===== config.mk =====
export PLATFORM = sky130hd
export DESIGN_NAME = lsch_div
export DESIGN_NICKNAME = d
export VERILOG_FILES = /design/src/lsch_pkg.sv /design/src/lsch_div.sv
export SDC_FILE = /design/constraint.sdc
export NUM_CORES = 1
export LEC_CHECK = 0
export BUFFER_PORTS_ARGS = -buffer_cell sky130_fd_sc_hd__clkbuf_2
export CORE_MARGIN = 3
export CORE_UTILIZATION = 35
export CTS_CLUSTER_DIAMETER = 30
export CTS_CLUSTER_SIZE = 24
export DETAILED_ROUTE_END_ITERATION = 6
export GPL_TIMING_DRIVEN = 0
export PLACE_DENSITY_LB_ADDON = 0.05
export SYNTH_ARGS = -nofsm -noshare
export SYNTH_HDL_FRONTEND = slang
export SYNTH_SLANG_ARGS = --single-unit

===== constraint.sdc =====
create_clock -name clk -period 3.9 [get_ports clk]
set_input_delay 0.39 -clock clk [delete_from_list [all_inputs] [get_ports clk]]
set_output_delay 0.39 -clock clk [all_outputs]
set_load 0.1 [all_outputs]

===== src/lsch_pkg.sv =====
// ----------------------------------------------------------------------------
// Lottery scheduler package
// Shared types, codes and small helper functions for the lottery scheduler.
// ----------------------------------------------------------------------------
package lsch_pkg;

  localparam int PID_W = 10;
  localparam int TIX_W = 16;
  localparam int DIV_W = 32;

  typedef logic [PID_W-1:0] pid_t;
  typedef logic [TIX_W-1:0] tix_t;

  // Request kinds.
  localparam logic [3:0] K_ENQ   = 4'd0;
  localparam logic [3:0] K_DEQ   = 4'd1;
  localparam logic [3:0] K_SET   = 4'd2;
  localparam logic [3:0] K_ADD   = 4'd3;
  localparam logic [3:0] K_REM   = 4'd4;
  localparam logic [3:0] K_XFER  = 4'd5;
  localparam logic [3:0] K_TICK  = 4'd6;
  localparam logic [3:0] K_YIELD = 4'd7;
  localparam logic [3:0] K_PREEMPT = 4'd8;
  localparam logic [3:0] K_QUERY = 4'd9;

  // Result status codes.
  localparam logic [1:0] STAT_OK      = 2'd0;
  localparam logic [1:0] STAT_MISSING = 2'd1;
  localparam logic [1:0] STAT_REFUSED = 2'd2;

  // Configuration register indexes.
  localparam logic [2:0] CFG_DEFAULT = 3'd0;
  localparam logic [2:0] CFG_MIN     = 3'd1;
  localparam logic [2:0] CFG_MAX     = 3'd2;
  localparam logic [2:0] CFG_QUANTUM = 3'd3;
  localparam logic [2:0] CFG_COMP    = 3'd4;
  localparam logic [2:0] CFG_SEED    = 3'd5;

  localparam logic [31:0] LCG_MUL = 32'd1103515245;
  localparam logic [31:0] LCG_ADD = 32'd12345;

  typedef struct packed {
    logic [3:0] kind;
    pid_t       pid;
    pid_t       target_pid;
    tix_t       amount;
  } in_item_t;

  typedef struct packed {
    logic [1:0] status;
    tix_t       value;
    logic       switched;
    logic       old_valid;
    pid_t       old_pid;
    logic       running_valid;
    pid_t       running_pid;
    tix_t       quantum_left;
  } out_item_t;

  typedef struct packed {
    pid_t pid;
    tix_t base;
    tix_t comp;
  } ent_t;

  // Current tickets of an entry: base plus compensation, saturated.
  function automatic tix_t cur_tix(input tix_t b, input tix_t c);
    logic [TIX_W:0] s;
    s = {1'b0, b} + {1'b0, c};
    return s[TIX_W] ? {TIX_W{1'b1}} : s[TIX_W-1:0];
  endfunction

  // Lower bound first, then upper bound.
  function automatic tix_t clamp_tix(input logic [TIX_W:0] t, input tix_t lo,
                                     input tix_t hi);
    logic [TIX_W:0] r;
    r = t;
    if (r < {1'b0, lo}) r = {1'b0, lo};
    if (r > {1'b0, hi}) r = {1'b0, hi};
    return r[TIX_W-1:0];
  endfunction

endpackage


===== src/lsch_div.sv =====
// ----------------------------------------------------------------------------
// Lottery scheduler divider
// Restoring divider, one quotient bit per cycle, shared by draw and yield.
// ----------------------------------------------------------------------------
module lsch_div (
  input  logic                     clk,
  input  logic                     rst_n,
  input  logic                     go,
  input  logic [lsch_pkg::DIV_W-1:0] dividend,
  input  logic [lsch_pkg::DIV_W-1:0] divisor,
  output logic                     done,
  output logic [lsch_pkg::DIV_W-1:0] quotient,
  output logic [lsch_pkg::DIV_W-1:0] remainder
);
  import lsch_pkg::*;

  localparam int CW = $clog2(DIV_W + 1);

  logic [DIV_W-1:0] rem_r, rem_nxt, quo_r, quo_nxt, dvs_r, dvs_nxt;
  logic [CW-1:0]    cnt_r, cnt_nxt;
  logic             busy_r, busy_nxt, done_r, done_nxt;
  logic [DIV_W:0]   trial;

  always_comb begin
    rem_nxt  = rem_r;
    quo_nxt  = quo_r;
    dvs_nxt  = dvs_r;
    cnt_nxt  = cnt_r;
    busy_nxt = busy_r;
    done_nxt = 1'b0;
    trial    = {rem_r, quo_r[DIV_W-1]};
    if (go) begin
      rem_nxt  = '0;
      quo_nxt  = dividend;
      dvs_nxt  = divisor;
      cnt_nxt  = CW'(DIV_W);
      busy_nxt = 1'b1;
    end else if (busy_r) begin
      if (trial >= {1'b0, dvs_r}) begin
        rem_nxt = DIV_W'(trial - {1'b0, dvs_r});
        quo_nxt = {quo_r[DIV_W-2:0], 1'b1};
      end else begin
        rem_nxt = trial[DIV_W-1:0];
        quo_nxt = {quo_r[DIV_W-2:0], 1'b0};
      end
      cnt_nxt = cnt_r - 1'b1;
      if (cnt_r == CW'(1)) begin
        busy_nxt = 1'b0;
        done_nxt = 1'b1;
      end
    end
  end

  always_ff @(posedge clk) begin
    if (!rst_n) begin
      busy_r <= 1'b0;
      done_r <= 1'b0;
      cnt_r  <= '0;
    end else begin
      busy_r <= busy_nxt;
      done_r <= done_nxt;
      cnt_r  <= cnt_nxt;
    end
    rem_r <= rem_nxt;
    quo_r <= quo_nxt;
    dvs_r <= dvs_nxt;
  end

  assign done      = done_r;
  assign quotient  = quo_r;
  assign remainder = rem_r;

endmodule


==> results.json, run 1 <==
{
  "p_leak_nw": 3.09,
  "ir_drop_uv": 234,
  "worstPathArrival_ns": 3.72,
  "clk_latency_ns": 0.36,
  "drt-pass1-iter-count": 5,
  "finalClockSkew_ns": 0.0128,
  "switchingPower_w": 0.00150,
  "cp_max_fo": 6,
  "dp.final_hpwl_mm": 11.9,
  "combinationalPowerShare": 0.376,
  "first_iter_violations": 283,
  "synth_seq_cells": 104,
  "overflow": 0,
  "synth-async-reset-ratio": 0,
  "synth-warning-count": 0,
  "rr_worst_depth": 12,
  "hp-class": "primary input to register",
  "grt_max_degree": 35,
  "synthFlopType": "edfxtp_1",
  "fillers": 1661,
  "syn-cell-area_sq_um": 6020,
  "nets": 825,
  "cp_cell_sequence": "inv_1 > ha_1 > fa_1 > nor2b_1 > o31a_1 > a41oi_2 > o311ai_1 > a21oi_1 > a21oi_1 > mux2i_1 > o21ai_1 > a311oi_1",
  "status": "complete, no violations",
  "clock-sinks": 104,
  "whs_path_depth": 1,
  "post-route-min-period_ns": 3.45,
  "cts_resized": 0,
  "syn_to_final_growth_pct": 20.4,
  "slew_headroom": 0.147,
  "drc": 0,
  "setup-tns-final_ns": 0,
  "critPathSlowestCell": "o311ai_1",
  "crit_required_ns": 4.17,
  "cts-root-buf": "clkbuf_16",
  "grt_usage": 0.172,
  "ys_types": 66,
  "htree_num_levels": 3,
  "crit_type": "register to register",
  "io_buffers": 131,
  "antenna_cells": 0,
  "cts_hold_buf": 0,
  "slowest_delay_ns": 0.52,
  "die_w_um": 137,
  "synth.most_common_cell": "edfxtp_1",
  "core_sq_um": 16700,
  "num_vias": 4919,
  "power.total_w": 0.00362,
  "wl_per_cell_um": 16.9,
  "postCtsSetupBuffers": 0,
  "ioPinCount": 132,
  "fin_crit_sh": 0.884,
  "cts_max_path_buffers": 2,
  "setup_slack_ns": 0.454,
  "grt_pass1_vias": 4965,
  "drt-total-wl_mm": 16.1,
  "synth_area_per_cell_sq_um": 10.4,
  "synthesis.nets": 683,
  "die_h_um": 137,
  "worst_hold_slack_ns": 0.195,
  "crit_top_cell": "a21oi_1",
  "ys_seq_area_frac": 0.452,
  "drive_gt1_frac": 0.280,
  "cp-start-kind": "register",
  "clock.fmax_mhz": 290,
  "ant_nets": 0,
  "rows": 47,
  "maxSlewViolCount": 0,
  "gp_congestion": 0.860,
  "yosys.area.top_type": "edfxtp_1",
  "die_area_sq_um": 18800,
  "pre_cts_ws_ns": 0.0162,
  "p_int_w": 0.00212,
  "power_density_nw_per_um2": 499,
  "synth_area_leaders": "edfxtp_1 (32%), dfxtp_1 (13%), ha_1 (7.1%), mux2_2 (6.0%), nor2_1 (3.6%)",
  "synth.top_cell.area_share": 0.319,
  "cts_buffers": 9,
  "seqPwrFrac": 0.372,
  "sw_frac_of_total": 0.414,
  "path_clk_slew_ns": 0.08,
  "worst_pin_slew_ns": 1.28,
  "antenna_found_initial": 0,
  "clockPowerShare": 0.252,
  "rsz0062_at_grt": "no",
  "start_util": 0.361,
  "cts_tree": "done",
  "hold_viol": 0,
  "syn_inst": 581,
  "grt_pass1_wl_mm": 25.2,
  "drt-vias-per-instance": 5.19,
  "synth_edf_count": 64,
  "synth_common_cells": "edfxtp_1 (64), nor2_1 (57), inv_1 (43)",
  "final-setup-viol-count": 0,
  "cap_violations": 0,
  "cp-end-kind": "register"
}
[final cells by class]
cell class,count,area [sq um],share of cell area
clock inverters,7,72.6,0.0100
flip-flops and latches,104,2720,0.375
well taps,220,275,0.0380
inverters,43,161,0.0223
clock buffers,9,225,0.0311
multi-input cells,408,2970,0.409
plain buffers,26,174,0.0240
repair buffers,131,656,0.0904
[metrics by stage]
step	area [sq um]	utilization	std cells
after floorplan	6020	-	581
after global routing	7250	0.434	948
after CTS	7250	0.434	948
after global placement	6960	0.416	932
after detailed placement	6960	0.416	932
final	7250	0.434	948
[registers in the layout, indices dropped and copies added (netlist names)]
name       count
cnt_r          6
done           1
remainder     32
dvs_r         32
busy_r         1
quotient      32
[worst max-delay path: cells and delay by family (launching register included)]
family	cells	cell delay (ns)
mux	1	0.23
fa+ha+maj	2	0.61
simple gates	1	0.21
compound gates	7	1.88
flops	1	0.38
buf+inv	1	0.05
[logic make-up (layout without fill, tap and decap cells)]
| kind of cell | after synthesis | count (layout) | share of synthesized area |
|---|---|---|---|
| DFF | 104 | 104 | 0.452 |
| muxes | 53 | 53 | 0.0949 |
| buffers and inverters | 69 | 216 | 0.0557 |
| and+or+nand+nor | 147 | 147 | 0.114 |
| adders and majority gates | 35 | 35 | 0.0739 |
| AOI/OAI and AO/OA | 147 | 147 | 0.172 |
| xor gates and xnor gates | 26 | 26 | 0.0378 |
[power groups by stage]
stage	sequential [W]	combinational, W	clock [W]
floorplan	0.00184	0.000610	0
global placement	0.00137	0.00135	0
detailed placement	0.00137	0.00136	0
finish	0.00135	0.00136	0.000915
global route	0.00136	0.00146	0.000995
CTS	0.00135	0.00137	0.000952
[final timing paths]
kind / startpoint / endpoint / slack (ns)
setup / recovery: quotient[31] / remainder[30] / 0.45
hold / removal: divisor[7] / dvs_r[7] / 0.19
setup reg to reg: quotient[31] / remainder[30] / 0.45
hold reg to reg: cnt_r[1] / cnt_r[1] / 0.50
[metal layers]
metal	vias to the layer above	routed length [um]	share of wire	track usage
met3	25	1010	0.063	0.0522
met1	2335	7320	0.46	0.225
met2	132	7390	0.46	0.271
li1	2427	-	-	-
met4	0	343	0.021	0.0615
met5	-	0	0	0
[cells in the final DEF, fill, tap and decap left out, types with 3 or more instances in the layout]
cell	netlist	final
xor2_1	9	9
o31ai_1	3	3
edfxtp_1	64	64
xnor2_1	17	17
buf_4	3	3
o21a_1	6	6
or3_1	4	4
a31oi_1	3	3
ha_1	34	34
mux2_2	32	32
nand3_1	6	6
nand2b_1	5	5
o311ai_1	4	4
clkbuf_2	0	131
a21oi_1	33	33
nand2_1	39	39
buf_6	4	4
mux2i_1	20	20
clkbuf_1	14	14
inv_1	43	43
a211o_1	3	3
nor3_1	10	10
a211oi_1	27	27
o22ai_1	4	4
clkbuf_16	0	9
o21bai_1	3	3
a311oi_1	5	5
a21o_1	13	13
nand4_1	8	8
nor2_1	57	57
o21ai_0	18	18
nor2b_1	3	3
dfxtp_1	40	40
o21ai_1	3	3
Note: power is estimated with default switching activity, not from simulation.
==> inputs of run 2 (changes only) <==
--- a/config.mk
+++ b/config.mk
@@ -6,6 +6,7 @@
 export NUM_CORES = 1
 export LEC_CHECK = 0
 export BUFFER_PORTS_ARGS = -buffer_cell sky130_fd_sc_hd__clkbuf_2
+export CORE_ASPECT_RATIO = 0.6
 export CORE_MARGIN = 3
 export CORE_UTILIZATION = 35
 export CTS_CLUSTER_DIAMETER = 30
==> constraint.sdc (replaced) <==
create_clock -name clk -period 3.1 [get_ports clk]
set_input_delay 0.31 -clock clk [delete_from_list [all_inputs] [get_ports clk]]
set_output_delay 0.31 -clock clk [all_outputs]
set_load 0.1 [all_outputs]
==> results.json, run 2 (same netlist as run 1, synthesis figures left out) <==
{
  "status": "complete, no violations",
  "drt-total-wl_mm": 16.8,
  "r2r_end": "remainder[24]",
  "nets": 830,
  "rsz0062_at_grt": "yes",
  "ir_drop_uv": 255,
  "die_area_sq_um": 18900,
  "hp-class": "primary input to register",
  "cts_tree": "done",
  "clock.fmax_mhz": 335,
  "final_util": 0.450,
  "core_sq_um": 16500,
  "drt-vias-per-instance": 5.13,
  "finalClockSkew_ns": 0.0114,
  "p_leak_nw": 3.15,
  "num_vias": 4930,
  "ioPinCount": 132,
  "hold_viol": 0,
  "worst_pin_slew_ns": 0.998,
  "setup-tns-final_ns": 0,
  "rr_worst_depth": 12,
  "crit_required_ns": 3.34,
  "power_density_nw_per_um2": 623,
  "drt-pass1-iter-count": 4,
  "grt_usage": 0.177,
  "first_iter_violations": 328,
  "grt_pass1_wl_mm": 26.2,
  "syn_to_final_growth_pct": 23.4,
  "crit_type": "register to register",
  "die_h_um": 108,
  "rr_startpoint": "quotient[31]",
  "cts_buffers": 9,
  "crit_path_end": "remainder[24]",
  "gp_congestion": 0.873,
  "overflow": 0,
  "placedInstanceArea_sq_um": 7000,
  "final-setup-viol-count": 0,
  "drive_gt1_frac": 0.337,
  "antenna_found_initial": 0,
  "die_w_um": 175,
  "dp.final_hpwl_mm": 12.8,
  "antenna_cells": 0,
  "htree_num_levels": 3,
  "final_cell_mix": "clkbuf_2 (131), edfxtp_1 (64), nor2_1 (56), inv_1 (42), nand2_1 (39)",
  "start_util": 0.364,
  "cp-start-kind": "register",
  "fin_crit_sh": 0.963,
  "cts_hold_buf": 0,
  "slew_headroom": 0.335,
  "clock-sinks": 104,
  "design_area_sq_um": 7430,
  "ant_nets": 0,
  "grt_max_degree": 35,
  "power.total_w": 0.00463,
  "worst_hold_slack_ns": 0.118,
  "cp-end-kind": "register",
  "io_buffers": 131,
  "cp_max_fo": 6,
  "cts-root-buf": "clkbuf_16",
  "cts_max_path_buffers": 2,
  "wl_per_cell_um": 17.5,
  "clk_latency_ns": 0.36,
  "maxSlewViolCount": 0,
  "post-route-min-period_ns": 2.98,
  "path_clk_slew_ns": 0.08,
  "drc": 0,
  "grt_pass1_vias": 4736,
  "rows": 36,
  "rrSetupSlack_ns": 0.12,
  "setup.worst_path.start": "quotient[31]",
  "cap_violations": 0,
  "final_common_cell": "clkbuf_2",
  "worstPathArrival_ns": 3.23
}
run 2: cell types whose count changed in the layout (fill, tap and decap cells not counted), sizes merged:
cell and change:
buf +5, clkbuf +1, clkinv +1, inv -2
run 2: cell type report:
cell class / count / area [sq um]
clock inverter: 6 / 62.6
fill: 1627 / 9100
multi-input combinational: 408 / 3080
timing repair buffer: 136 / 693
clock buffer: 10 / 229
tap: 228 / 285
inverter: 43 / 165
sequential: 104 / 2750
buffer: 26 / 174
run 2: repair_timing:
action,4_1_cts,5_1_grt
endpoints found under the setup margin,34,30
hold endpoints to repair,0,0
gates resized for setup,3,16
pin swaps,0,5
buffers inserted,0,5
run 2: worst min path at each step:
stage	start	end	slack [ns]	cells after the start
final	divisor[27]	dvs_r[27]	0.12	1
after global routing	divisor[22]	dvs_r[22]	0.10	1
after CTS	divisor[27]	dvs_r[27]	0.11	1
after detailed placement	cnt_r[0]	cnt_r[0]	0.48	2
after global placement	cnt_r[0]	cnt_r[0]	0.47	2
after floorplan	divisor[0]	dvs_r[0]	0.41	0
run 2: worst max-delay path, stage by stage, from the launching register on:
cell and delay [ns]:
edfxtp_1 0.43, inv_1 0.08, ha_2 0.18, fa_2 0.23
nor2b_4 0.06, o31a_1 0.29, a41oi_4 0.41, o22ai_2 0.15
or2_1 0.32, o21bai_2 0.16, xor2_1 0.18, nor3_1 0.07
a311o_1 0.32
run 2: report_power, final:
group | switching [W] | internal [W] | leakage (nW)
clock | 0.000567 | 0.000568 | 0.142
combinational | 0.00127 | 0.000520 | 2.03
sequential | 0.0000866 | 0.00162 | 0.972
run 2: layer usage:
layer	part of all wire	routed length [um]	global-route usage
met1	0.55	9230	0.288
met2	0.38	6360	0.226
met3	0.062	1050	0.0451
met4	0.0099	167	0.0415
met5	0	0	0
run 2: through the flow:
stage | setup WS, ns | cells
finish | 0.115 | 961
global route | -0.0201 | 961
CTS | 0.0406 | 956
detailed placement | -0.627 | 940
global placement | -0.487 | 940
floorplan | -0.158 | 581
==> inputs of run 3 (changes only) <==
--- a/config.mk
+++ b/config.mk
@@ -14,6 +14,7 @@
 export DETAILED_ROUTE_END_ITERATION = 6
 export GPL_TIMING_DRIVEN = 0
 export PLACE_DENSITY_LB_ADDON = 0.05
+export REMOVE_ABC_BUFFERS = 1
 export SYNTH_ARGS = -nofsm -noshare
 export SYNTH_HDL_FRONTEND = slang
 export SYNTH_SLANG_ARGS = --single-unit
==> results.json, run 3 (same netlist as run 1, synthesis figures left out) <==
{
  "rsz0062_at_grt": "yes",
  "grt_usage": 0.163,
  "grt_pass1_wl_mm": 24.4,
  "cp_max_fo": 5,
  "antenna_cells": 0,
  "hold_viol": 0,
  "ant_nets": 0,
  "io_buffers": 131,
  "cts_buffers": 9,
  "clock.fmax_mhz": 338,
  "crit_type": "register to register",
  "crit_required_ns": 3.37,
  "hp-class": "primary input to register",
  "nets": 816,
  "wl_per_cell_um": 16.1,
  "drc": 0,
  "fin_cells": 947,
  "antenna_found_initial": 0,
  "critPathTopFamily": "compound AO/OA/AOI/OAI gates",
  "p_leak_nw": 3.16,
  "htree_num_levels": 3,
  "cts_max_path_buffers": 2,
  "final_cell_mix": "clkbuf_2 (130), edfxtp_1 (64), nor2_1 (56), inv_1 (43)",
  "fin_crit_sh": 0.955,
  "core_sq_um": 16500,
  "num_vias": 4796,
  "drive_gt1_frac": 0.316,
  "die_area_sq_um": 18900,
  "crit_buf_inv": 1,
  "dp.final_hpwl_mm": 11.3,
  "final_common_cell": "clkbuf_2",
  "cts_tree": "done",
  "gp_congestion": 0.812,
  "power_density_nw_per_um2": 630,
  "grt_max_degree": 60,
  "die_w_um": 175,
  "cts-root-buf": "clkbuf_16",
  "dp.cells": 917,
  "overflow": 0,
  "cap_violations": 0,
  "worstPathArrival_ns": 3.23,
  "slowest_delay_ns": 0.42,
  "drt-pass1-iter-count": 5,
  "first_iter_violations": 289,
  "status": "complete, no violations",
  "cp_cell_sequence": "inv_1 > ha_2 > fa_2 > nor2b_4 > o31a_1 > a41oi_4 > o311ai_4 > a21oi_2 > a21oi_2 > mux2i_1 > o21ai_2 > a311oi_2",
  "critPathSlowestCell": "fa_2",
  "maxSlewViolCount": 0,
  "path_clk_slew_ns": 0.07,
  "die_h_um": 108,
  "cp-end-kind": "register",
  "ioPinCount": 132,
  "clock-sinks": 104,
  "finalClockSkew_ns": 0.0113,
  "worst_pin_slew_ns": 0.702,
  "drt-total-wl_mm": 15.2,
  "clk_latency_ns": 0.36,
  "cp-start-kind": "register",
  "final-setup-viol-count": 0,
  "grt_pass1_vias": 4544,
  "slew_headroom": 0.532,
  "post-route-min-period_ns": 2.96,
  "start_util": 0.364,
  "rows": 36,
  "crit_top_cell": "a21oi_2",
  "ir_drop_uv": 365,
  "syn_to_final_growth_pct": 23.4,
  "power.total_w": 0.00469,
  "drt-vias-per-instance": 5.06
}
## run 3: cell types whose count changed in the layout (fill, tap and decap cells not counted), moves of 3 or more
cell / before / now
buf_16: 0 / 3
buf_4: 8 / 12
buf_6: 4 / 0
clkbuf_1: 15 / 1
dfxtp_1: 18 / 39
dfxtp_2: 22 / 1
## run 3: worst paths after layout
check	from	to	slack [ns]	cells past startpoint
worst min register to register	cnt_r[1]	cnt_r[1]	0.51	2
worst min-delay path	divisor[12]	dvs_r[12]	0.12	1
worst max-delay path	quotient[31]	remainder[30]	0.14	12
worst max register to register	quotient[31]	remainder[30]	0.14	12
## run 3: layer usage
| layer | vias up | share of wire | track usage |
|---|---|---|---|
| li1 | 2412 | - | - |
| met1 | 2247 | 0.53 | 0.254 |
| met2 | 126 | 0.39 | 0.219 |
| met3 | 11 | 0.067 | 0.0486 |
| met4 | 0 | 0.0089 | 0.0330 |
| met5 | - | 0 | 0 |
## run 3: stage by stage
stage | worst slack [ns] | util | setup TNS, ns | area (sq um) | hold slack, ns
CTS | 0.00649 | 0.439 | 0 | 7260 | 0.104
global placement | -1.15 | 0.411 | -48.64 | 6790 | 0.473
detailed placement | -0.360 | 0.416 | -4.57 | 6870 | 0.489
finish | 0.139 | 0.450 | 0 | 7440 | 0.123
global route | -0.0501 | 0.450 | -0.0662 | 7440 | 0.108
floorplan | -0.760 | - | -21.31 | 5850 | 0.378
## run 3: area by class of cell
type | instances | area (sq um)
well taps | 228 | 285
multi-input cells | 408 | 3080
fillers | 1628 | 9090
repair buffers | 148 | 871
flip-flops and latches | 104 | 2720
clock inverters | 6 | 85.1
inverters | 43 | 161
clock buffers | 10 | 229
## run 3: repair_timing
item | 4_1_cts | 5_1_grt
setup endpoints to repair | 25 | 29
hold buffers | 0 | 0
pin swaps | 3 | 10
setup buffers | 3 | 10
gates resized for setup | 8 | 17
## run 3: report_power, final
part | internal, W | switching, W | total [W]
Combinational | 0.000528 | 0.00123 | 0.00176
Sequential | 0.00161 | 0.0000944 | 0.00170
Clock | 0.000706 | 0.000514 | 0.00122
Total | 0.00284 | 0.00184 | 0.00469
